**src/rtl/core/lir_pkg.sv**
```systemverilog
// Shared types and constants for the linear interpolation resampler.
package lir_pkg;

   localparam int CHANNEL_SLOTS = 8;
   localparam int CHAN_W        = 3;
   localparam int CNT_W         = 4;
   localparam int SAMPLE_W      = 32;
   localparam int FRAC_BITS     = 32;
   localparam int STEP_W        = 40;
   localparam int ACC_W         = 41;
   localparam int DIFF_W        = SAMPLE_W + 1;
   localparam int PROD_W        = 2 * DIFF_W;
   localparam int RND_W         = PROD_W - FRAC_BITS;
   localparam int S24_W         = 24;

   localparam logic [ACC_W-1:0]  ONE_FIX  = ACC_W'(1) << FRAC_BITS;
   localparam logic [STEP_W-1:0] ONE_STEP = STEP_W'(1) << FRAC_BITS;
   localparam logic [PROD_W-1:0] HALF_FIX = PROD_W'(1) << (FRAC_BITS - 1);

   typedef enum logic [0:0] {
      CSR_CHANNEL_COUNT = 1'b0,
      CSR_STEP_FIXED    = 1'b1
   } csr_index_type;

   typedef struct packed {
      logic signed [SAMPLE_W-1:0] older;
      logic signed [DIFF_W-1:0]   diff;
      logic [FRAC_BITS-1:0]       frac;
      logic                       copy;
      logic [CHAN_W-1:0]          chan;
   } op_type;

   typedef struct packed {
      logic first_frame;
      logic acc_below_one;
   } status_type;

endpackage

```
**src/rtl/core/lir_frame.sv**
```systemverilog
// Frame tracking: channel counter, position accumulator, previous samples and registers.
module lir_frame (
   input  logic                          clock,
   input  logic                          reset,
   input  logic                          csr_we,
   input  lir_pkg::csr_index_type        csr_index,
   input  logic [lir_pkg::STEP_W-1:0]    csr_wdata,
   input  logic                          accept,
   input  logic [lir_pkg::SAMPLE_W-1:0]  sample,
   output lir_pkg::op_type               op,
   output logic                          op_emit,
   output lir_pkg::status_type           status
);
   import lir_pkg::*;

   logic [CNT_W-1:0]    chan_count_ff;
   logic [STEP_W-1:0]   step_ff;
   logic [SAMPLE_W-1:0] prev_ff [CHANNEL_SLOTS];
   logic [ACC_W-1:0]    acc_ff, acc_in;
   logic [CHAN_W-1:0]   cnt_ff, cnt_in;
   logic                first_ff, first_in;
   logic                emit_ff, emit_in;

   logic [CNT_W-1:0]    n_active;
   logic                last;
   logic                below_one;
   logic                emit_now;
   logic [SAMPLE_W-1:0] older;
   logic [ACC_W-1:0]    step_eff;

   always_comb begin
      if (chan_count_ff == '0) begin
         n_active = CNT_W'(1);
      end else if (chan_count_ff > CNT_W'(CHANNEL_SLOTS)) begin
         n_active = CNT_W'(CHANNEL_SLOTS);
      end else begin
         n_active = chan_count_ff;
      end
      last      = (CNT_W'(cnt_ff) + CNT_W'(1)) >= n_active;
      below_one = (acc_ff[ACC_W-1:FRAC_BITS] == '0);
      emit_now  = (cnt_ff == '0) ? below_one : emit_ff;
      older     = prev_ff[cnt_ff];
      step_eff  = (step_ff[STEP_W-1:FRAC_BITS] == '0) ? ONE_FIX : ACC_W'(step_ff);

      op.older = older;
      op.diff  = $signed({sample[SAMPLE_W-1], sample}) - $signed({older[SAMPLE_W-1], older});
      op.frac  = acc_ff[FRAC_BITS-1:0];
      op.copy  = (acc_ff[FRAC_BITS-1:0] == '0);
      op.chan  = cnt_ff;
      op_emit  = !first_ff && emit_now;

      status.first_frame   = first_ff;
      status.acc_below_one = below_one;

      cnt_in   = cnt_ff;
      first_in = first_ff;
      emit_in  = emit_ff;
      acc_in   = acc_ff;
      if (accept) begin
         cnt_in = last ? '0 : cnt_ff + CHAN_W'(1);
         if (first_ff) begin
            first_in = !last;
         end else begin
            emit_in = emit_now;
            if (last) begin
               acc_in = acc_ff + (emit_now ? step_eff : '0) - ONE_FIX;
            end
         end
      end
   end

   always_ff @(posedge clock) begin
      if (reset) begin
         chan_count_ff <= CNT_W'(1);
         step_ff       <= ONE_STEP;
         acc_ff        <= '0;
         cnt_ff        <= '0;
         first_ff      <= 1'b1;
         emit_ff       <= 1'b0;
         for (int i = 0; i < CHANNEL_SLOTS; i++) begin
            prev_ff[i] <= '0;
         end
      end else begin
         if (csr_we) begin
            case (csr_index)
               CSR_CHANNEL_COUNT: chan_count_ff <= csr_wdata[CNT_W-1:0];
               CSR_STEP_FIXED:    step_ff       <= csr_wdata[STEP_W-1:0];
               default:           ;
            endcase
         end
         acc_ff   <= acc_in;
         cnt_ff   <= cnt_in;
         first_ff <= first_in;
         emit_ff  <= emit_in;
         if (accept) begin
            prev_ff[cnt_ff] <= sample;
         end
      end
   end

endmodule

```
**config.mk**
```make
export PLATFORM = sky130hd
export DESIGN_NAME = lir_frame
export DESIGN_NICKNAME = d
export VERILOG_FILES = /design/src/rtl/core/lir_pkg.sv /design/src/rtl/core/lir_frame.sv
export SDC_FILE = /design/constraint.sdc
export NUM_CORES = 1
export LEC_CHECK = 0
export ABC_CLOCK_PERIOD_IN_PS = 5650
export BUFFER_PORTS_ARGS = -buffer_cell sky130_fd_sc_hd__buf_4
export CAP_MARGIN = 0
export CORE_ASPECT_RATIO = 2
export CORE_MARGIN = 2
export CORE_UTILIZATION = 55
export CTS_BUF_LIST = sky130_fd_sc_hd__clkbuf_2 sky130_fd_sc_hd__clkbuf_4 sky130_fd_sc_hd__clkbuf_8
export DETAILED_ROUTE_END_ITERATION = 10
export PLACE_DENSITY = 0.76
export SYNTH_ARGS = -nofsm -noshare
export SYNTH_HDL_FRONTEND = slang
export SYNTH_SLANG_ARGS = --single-unit
```
**constraint.sdc**
```tcl
create_clock -name clock -period 5.65 [get_ports clock]
set_clock_uncertainty 0.2 [all_clocks]
set_input_delay 0.8475 -clock clock [delete_from_list [all_inputs] [get_ports clock]]
set_output_delay 0.8475 -clock clock [all_outputs]
set_load 0.1 [all_outputs]
```
### After elaboration in Yosys (flattened, before gate mapping)

Memories as Yosys holds them, arrays and structs flattened. A register that Yosys moved wholly into a read port is not among the register bits.
Index checks and enable logic that the tools add are counted.

* $add $sub $neg: 5
* multiply operators: 0
* divide/modulo/power cells: 0
* order comparisons: 2
* equality and inequality tests: 0
* shifts and indexed selects: 0
* muxes and demuxes: 17
* bitwise gates (word level): 2
* reductions and logical operators: 13

Operators with widths (count)
* 2-to-1 mux 40 bit: 2
* adder 41 x 40 -> 41 bit: 1
* subtractor 41 x 33 -> 41 bit, second input constant: 1
* subtractor 32 x 32 -> 33 bit: 1
* logical NOT 32 bit: 1
* 2-to-1 mux 32 bit: 1
* OR reduction 32 bit: 1
* 2-to-1 mux 3 bit: 4
* logical NOT 9 bit: 1
* logical NOT 8 bit: 1
* 2-to-1 mux 1 bit: 8
* 2-to-1 mux 4 bit: 2
* AND reduction 2 bit: 3
* adder 3 x 1 -> 4 bit, second input constant: 1
* greater-or-equal comparator 4 bit: 1
* > comparator 4 bit, second input constant: 1
* logical NOT 4 bit: 1
* adder 3 x 1 -> 3 bit, second input constant: 1
* logical NOT 3 bit: 1
* AND reduction 3 bit: 1
* logical NOT 1 bit: 2
* NOT 1 bit: 2
* logical AND 1 bit: 1

* register bits after elaboration: 90
* latch bits: 0
* bits in writable memories: 256
* bits in read-only memories: 0
* input port bits: 77
* output and inout bits: 104
* word-level logic and storage cells: 46
* memories kept: 1

Memory list
* prev_ff: depth 8, bits a word 32, rd ports 1, clocked after memory_dff 1, write ports 8, line lir_frame.sv:18 `logic [SAMPLE_W-1:0] prev_ff [CHANNEL_SLOTS];`

### Logic depth before layout (Yosys ltp)

Gate-level depths: netlist of run 1.

* word-level depth: 7
* gate-level depth with buffers: 19
* mapped depth without buffers: 17

### Least setup slack after synthesis of run 1

No wires, ideal clock.

* path type: register to output
* start: register with a tool-made name
* end: output port op[61] in the netlist's numbering
* data arrival time: 5921 ps
* data required time: 4603 ps
* slack: -1319 ps
* cell stages (with the launch flop): 12
* path buffers: 2
* cells stage by stage: dfxtp_1 > clkbuf_1 > buf_1 > mux4_2 > mux2i_1 > ha_1 > a21o_1 > a211o_1 > a221o_1 > a21o_1 > a31o_2 > a311oi_1

RTL lines
* end, declared: line lir_frame.sv:10 `output lir_pkg::op_type op,`

==> metrics.yaml, run 1 <==
critical_path:
  end_kind: "output port"
  rr_worst_depth: 17
  path_common_cell: "a21o_1"
  crit_chain: "buf_16 > mux4_2 > mux2i_2 > ha_2 > a21o_1 > a211o_1 > a221o_1 > a21o_1 > a21o_1 > a211oi_2 > o21bai_1 > a21oi_2 > xnor2_2 > buf_6"
  arrival_ps: 4530
  required_ps: 4600
  reg2reg_slack_ps: 440
  cp-start-kind: "register"
  cpPeakStageDelay_ps: 520
  rr_endpoint: "acc_ff[31]"
  cp_slowest_cell: "mux4_2"
  worstSetupPathType: "register to output port"
  r2r_start: "cnt_ff[0]"
  worst-path-max-fanout: 15
final_layout:
  drive_gt1_share_pct: 23.15
  post-route-util_pct: 64.94
  final_nets: 2165
  nFillCells: 2763
  areaGrowthSynthToFinish_pct: 16.91
  fin_cells: 2461
  regArea_sq_um: 9555
  multi_input_comb_area_sq_um: 9857
timing:
  rsz0062_at_grt: "yes"
  final.min_clock_period_ps: 5581
  finalSetupTns_ps: 0
  fin_crit_sh_pct: 98.77
  final_hold_viol_count: 0
  setup-violations-final: 0
  tightest_slew_ps: 1120
  fin_hold_ws_ps: 249.0
  report.final.slew_viol_count: 0
  max_freq_mhz: 179.2
  slew_headroom_pct: 25.36
synth:
  yosysTopAreaCell: "edfxtp_1"
  ys.flop_type: "edfxtp_1"
  async_reset_ff_share_pct: 0
  ys_types: 76
  syn_area_sq_um: 19820
  yosysWarnings: 0
  synthesis.nets: 2016
  seq_area_frac_synth_pct: 48.18
  synth_top_area_share_pct: 38.79
  synthTopCellsByArea: "edfxtp_1 39%, dfxtp_1 9.4%, and2_1 8.9%"
  syn_area_per_cell_sq_um: 10.89
  syn_inst: 1820
  ys_ff_latch: 349
  synth_edf_count: 256
floorplanning:
  dieArea_sq_um: 37660
  fp.coreArea_sq_um: 35680
  die_w_um: 138.2
  start_util_pct: 55.54
  io_pins: 181
  die_y_um: 272.5
  fp-row-count: 98
drt:
  first_pass_iters: 7
  finalWirelength_um: 54460
  via_per_inst: 5.945
  drc_errors: 0
  wl_per_cell_um: 22.13
  vias: 14630
  drt-initial-drc-count: 869
  drtAntennaViolNets: 0
power:
  p_comb_share_pct: 36.6
  max-vdd-ir-drop_v: 0.0003772
  swShare_pct: 38.81
  pwr-share-seq_pct: 36.6
  clock_power_share_pct: 26.8
  p_leak_nw: 9.503
  intPower_mw: 4.864
  switchingPower_mw: 3.085
  p_per_area_nw_per_um2: 343.1
clock_network:
  numCtsBuffers: 48
  root_buffer: "clkbuf_8"
  clk_latency_ps: 620
  cts.sinks: 349
  cts_tree: "built"
  htree_levels: 2
  clkSlewWorstSetupHoldPaths_ps: 80
  clk_path_buf_depth: 3
grt:
  grt_pass1_vias: 15470
  grt_overflow: 0
  antenna_found_initial: 2
  grt_max_degree: 58
  grtUsageTotal_pct: 28.55
  grt_first_pass_wirelength_um: 83130
placement:
  port_buffers: 180
  gp_congestion: 0.9566
  dp.cells: 2357
  place_hpwl_um: 37010
hold_path:
  hold_class: "register to register"
  hold_end: "step_ff[2]"
  hold_path_startpoint: "step_ff[2]"
  whs_path_depth: 2
run:
  cap_violations: 0
outcome:
  status: "finished clean"
power by group through the flow:
stage	combinational (mW)	sequential, mW	clock (mW)
after floorplan	2.15	2.95	0
after global placement	2.76	2.95	0
after detailed placement	2.80	2.96	0
after CTS	2.85	2.91	2.16
after global routing	3.06	2.92	2.25
final	2.91	2.91	2.13
layout make-up:
class,instances,share of cell area [%]
Antenna cell,2,0.02160
Clock buffer,59,3.289
Clock inverter,31,1.215
Inverter,75,1.215
Multi-Input combinational cell,1265,42.54
Sequential cell,349,41.24
Tap cell,450,2.430
Timing Repair Buffer,230,8.051
cell usage in the layout (no fill, tap or decap), types with 10 or more instances in the layout:
| cell | n |
|---|---|
| dfxtp_1 | 90 |
| clkbuf_8 | 51 |
| a21oi_2 | 10 |
| and3_1 | 12 |
| and2_1 | 281 |
| o21bai_1 | 10 |
| nor4_1 | 16 |
| a21o_1 | 38 |
| nand2b_1 | 11 |
| nor2_1 | 54 |
| mux4_2 | 64 |
| ha_1 | 114 |
| xnor2_1 | 18 |
| xor2_1 | 17 |
| a21oi_1 | 144 |
| inv_1 | 73 |
| clkinv_2 | 11 |
| buf_4 | 214 |
| o21ai_0 | 42 |
| clkinv_1 | 10 |
| nor2b_1 | 12 |
| edfxtp_1 | 256 |
| nand3_1 | 14 |
| nand2_1 | 190 |
| nand4_1 | 20 |
| mux2i_1 | 34 |
| nor3_1 | 22 |
how the worst max path moves through the flow:
stage                         from      to  slack (ps)  cells past startpoint
after floorplan           register  op[61]        -240                     11
after global placement    register  op[60]         270                     13
after detailed placement  register  op[60]         170                     14
after CTS                 register  op[62]         -30                     14
after global routing      register  op[58]         -60                     15
final                     register  op[55]          70                     14
registers in the layout, indices dropped and copies added, names as in the netlist, named ones only:
register / cells
prev_ff: 256
cnt_ff: 3
chan_count_ff: 4
first_ff: 1
acc_ff: 41
step_ff: 40
emit_ff: 1
critical path: cells and delay by family, from the launching register on:
family,cells,cell delay (ps)
buffers and inverters,2,430
multiplexers,2,720
XOR/XNOR,1,130
adder cells (fa/ha/maj),1,350
flip-flops,1,440
AO/OA/AOI/OAI,8,1840
per-stage QoR:
step                      worst slack [ps]  total power, mW  cell area (sq um)
after floorplan                     -237.6            5.098              20090
after global placement               274.5            5.718              21760
after detailed placement             168.9            5.759              21760
after CTS                           -30.42            7.912              22960
after global routing                -63.78            8.230              23170
final                                69.49            7.949              23170
synthesized netlist by cell type (7+ instances only):
| cell type | count |
|---|---|
| o21bai_1 | 11 |
| clkbuf_1 | 74 |
| buf_4 | 36 |
| nor2_1 | 54 |
| buf_1 | 12 |
| nand3_1 | 14 |
| inv_1 | 73 |
| o21ai_0 | 52 |
| a21o_1 | 38 |
| edfxtp_1 | 256 |
| nor4_1 | 18 |
| xor2_1 | 23 |
| and2_1 | 281 |
| nand2_1 | 190 |
| ha_1 | 117 |
| nand2b_1 | 11 |
| xnor2_1 | 33 |
| nor2b_1 | 12 |
| mux2i_1 | 37 |
| and3_1 | 12 |
| mux4_2 | 64 |
| dfxtp_1 | 93 |
| nor3_1 | 24 |
| nand4_1 | 20 |
| a21oi_1 | 157 |
| o31ai_1 | 7 |
| o21a_1 | 10 |
what timing repair did:
item,4_1_cts,5_1_grt
pin swaps,0,4
gates cloned,1,0
hold buffers,0,0
setup buffers,4,7
gates resized for setup,22,35
endpoints found under the setup margin,13,16
logic make-up (layout without fill, tap and decap cells):
family | after synthesis | in the layout | synth area share (%)
compound gates | 328 | 328 | 10.11
xor+xnor | 56 | 56 | 2.475
fa+ha+maj | 119 | 119 | 7.588
buf+inv | 206 | 395 | 4.716
flops | 349 | 349 | 48.18
mux | 103 | 103 | 9.255
other cells | 0 | 2 | 0
simple gates | 659 | 659 | 17.67
layer usage:
metal  wire length, um  GRT usage [%]  vias up
met5                 0              0        -
met4              3096          15.76        0
met3              2773          4.149      180
met2             30960          56.84      553
met1             17630          27.55     7107
li1                  -              -     6791
(Power assumes the default switching activity.)
==> run 2: changes to the inputs <==
--- a/config.mk
+++ b/config.mk
@@ -5,6 +5,7 @@
 export SDC_FILE = /design/constraint.sdc
 export NUM_CORES = 1
 export LEC_CHECK = 0
+export ABC_AREA = 1
 export ABC_CLOCK_PERIOD_IN_PS = 5650
 export BUFFER_PORTS_ARGS = -buffer_cell sky130_fd_sc_hd__buf_4
 export CAP_MARGIN = 0
@@ -13,7 +14,7 @@
 export CORE_UTILIZATION = 55
 export CTS_BUF_LIST = sky130_fd_sc_hd__clkbuf_2 sky130_fd_sc_hd__clkbuf_4 sky130_fd_sc_hd__clkbuf_8
 export DETAILED_ROUTE_END_ITERATION = 10
-export PLACE_DENSITY = 0.76
+export PLACE_DENSITY = 0.75
 export SYNTH_ARGS = -nofsm -noshare
 export SYNTH_HDL_FRONTEND = slang
 export SYNTH_SLANG_ARGS = --single-unit
==> metrics.yaml, run 2 <==
synth:
  synth_top_area_share_pct: 36.63
  syn_area_sq_um: 20980
  seq_area_frac_synth_pct: 45.51
  ys_types: 42
  syn_inst: 2654
  synthTopCellsByArea: "edfxtp_1 37%, nor2_1 13%, dfxtp_1 8.9%"
  ys_ff_latch: 349
  yosysMostFrequentCell: "nor2_1"
  yosysTopAreaCell: "edfxtp_1"
  syn_area_per_cell_sq_um: 7.907
  async_reset_ff_share_pct: 0
  synth_top_cells_by_count: "722 x nor2_1, 436 x nand2_1, 296 x inv_1"
  synth_edf_count: 256
  synthesis.nets: 2850
  ys.flop_type: "edfxtp_1"
  yosysWarnings: 0
critical_path:
  required_ps: 4600
  end_kind: "output port"
  worst-path-max-fanout: 86
  cp-start-kind: "register"
  arrival_ps: 4370
  worstSetupPathType: "register to output port"
final_layout:
  areaGrowthSynthToFinish_pct: 12.80
  mostFrequentLayoutCells: "722 x nor2_1, 429 x nand2_1, 296 x inv_1, 256 x edfxtp_1, 206 x buf_4"
  final_nets: 2973
  top_register: "prev_ff"
  regArea_sq_um: 9557
  nFillCells: 3350
  final_cell_area_sq_um: 23670
  reg_top3: "prev_ff: 256 flops, acc_ff: 41 flops, step_ff: 40 flops"
  layout.cells.most_common: "nor2_1"
  largest_reg_flops: 256
  drive_gt1_share_pct: 14.04
  multi_input_comb_area_sq_um: 9658
outcome:
  status: "finished clean"
timing:
  layout_setup_ws_ps: 233.3
  slew_headroom_pct: 26.35
  fin_hold_ws_ps: 254.7
  rsz0062_at_grt: "no"
  setup-violations-final: 0
  report.final.slew_viol_count: 0
  final_hold_viol_count: 0
  final.min_clock_period_ps: 5417
  fin_crit_sh_pct: 95.87
  tightest_slew_ps: 1101
  max_freq_mhz: 184.6
placement:
  place_area_sq_um: 22560
  port_buffers: 180
  gp_congestion: 1.058
  place_hpwl_um: 46720
  pre_cts_slack_ps: 435.9
clock_network:
  cts.sinks: 349
  root_buffer: "clkbuf_8"
  ctsHoldBuffers: 0
  clkSlewWorstSetupHoldPaths_ps: 70
  cts_tree: "built"
  htree_levels: 2
  clk_latency_ps: 610
  clk_path_buf_depth: 3
  numCtsBuffers: 48
drt:
  finalWirelength_um: 66990
  via_per_inst: 5.719
  drt-initial-drc-count: 1219
  drtAntennaViolNets: 0
  first_pass_iters: 7
  drc_errors: 0
  wl_per_cell_um: 20.43
  vias: 18750
run:
  cap_violations: 0
floorplanning:
  die_w_um: 142.1
  die_y_um: 280.2
  fp-row-count: 101
  fp.coreArea_sq_um: 37790
  start_util_pct: 55.53
  dieArea_sq_um: 39820
  io_pins: 181
power:
  finalPower_mw: 10.92
  max-vdd-ir-drop_v: 0.0003611
  p_leak_nw: 11.18
  p_per_area_nw_per_um2: 461.4
grt:
  antenna_found_initial: 1
  grt_pass1_vias: 18840
  grt_overflow: 0
  grt_first_pass_wirelength_um: 99760
  grtUsageTotal_pct: 33.24
  grt_max_degree: 87
hold_path:
  hold_class: "primary input to register"
run 2: worst paths after layout:
kind / start / to / slack, ps / cells after the start
setup / recovery: register / op[56] / 230 / 14
hold / removal: accept / cnt_ff[2] / 250 / 2
setup reg to reg: acc_ff[37] / acc_ff[25] / 1360 / 23
hold reg to reg: chan_count_ff[0] / chan_count_ff[0] / 290 / 2
run 2: power by group:
| part | total, mW | internal [mW] | switching, mW | leakage, nW |
|---|---|---|---|---|
| Clock | 2.07 | 1.09 | 0.975 | 0.512 |
| Combinational | 5.81 | 1.37 | 4.44 | 7.25 |
| Sequential | 3.04 | 2.93 | 0.114 | 3.42 |
| Total | 10.9 | 5.39 | 5.53 | 11.2 |
run 2: repair_timing:
| item | in CTS | in global routing |
|---|---|---|
| endpoints found under the setup margin | 4 | 10 |
| hold endpoints to repair | 0 | 0 |
| resized for setup | 0 | 8 |
| setup buffers | 2 | 1 |
run 2: routing by layer:
layer  part of all wire [%]  vias up  global-route usage [%]
met4                    7.9        0                   23.36
met5                      0        -                       0
met3                    6.6      264                   4.062
met1                     32     8728                   32.32
met2                     53      862                   63.40
li1                       -     8892                       -
run 2: through the flow:
step | instances | utilization (%) | setup TNS, ps
finish | 3278 | 62.64 | 0
global route | 3278 | 62.64 | 0
CTS | 3276 | 62.49 | 0
detailed placement | 3187 | 59.71 | 0
global placement | 3187 | 59.71 | 0
floorplan | 2654 | - | -4.875
run 2: kinds of logic after synthesis:
| logic type | count (synthesis) | share of synthesized area, % |
|---|---|---|
| adders and majority gates | 119 | 7.167 |
| buffers and inverters | 454 | 9.499 |
| and+or+nand+nor | 1286 | 24.31 |
| AOI/OAI and AO/OA | 401 | 11.64 |
| xor gates and xnor gates | 45 | 1.878 |
| DFF | 349 | 45.51 |
run 2: worst max-delay path, cell delays in order, from the launching register on:
cell and delay [ps]:
dfxtp_4 550, buf_12 350, nor2_1 100, o32ai_1 270
inv_1 80, o21ai_2 200, inv_2 40, ha_1 390
a21oi_1 290, a21boi_1 330, nand2_1 240, a21oi_1 160
nand2_1 150, xor2_2 180, buf_4 310
run 2: layout make-up:
cell class,count,area share [%]
diodes,1,0.01057
clock buffers,63,3.320
clock inverters,24,0.9303
inverters,314,4.985
multi-input cells,1851,40.80
flip-flops and latches,349,40.37
well taps,463,2.447
repair buffers,213,7.131
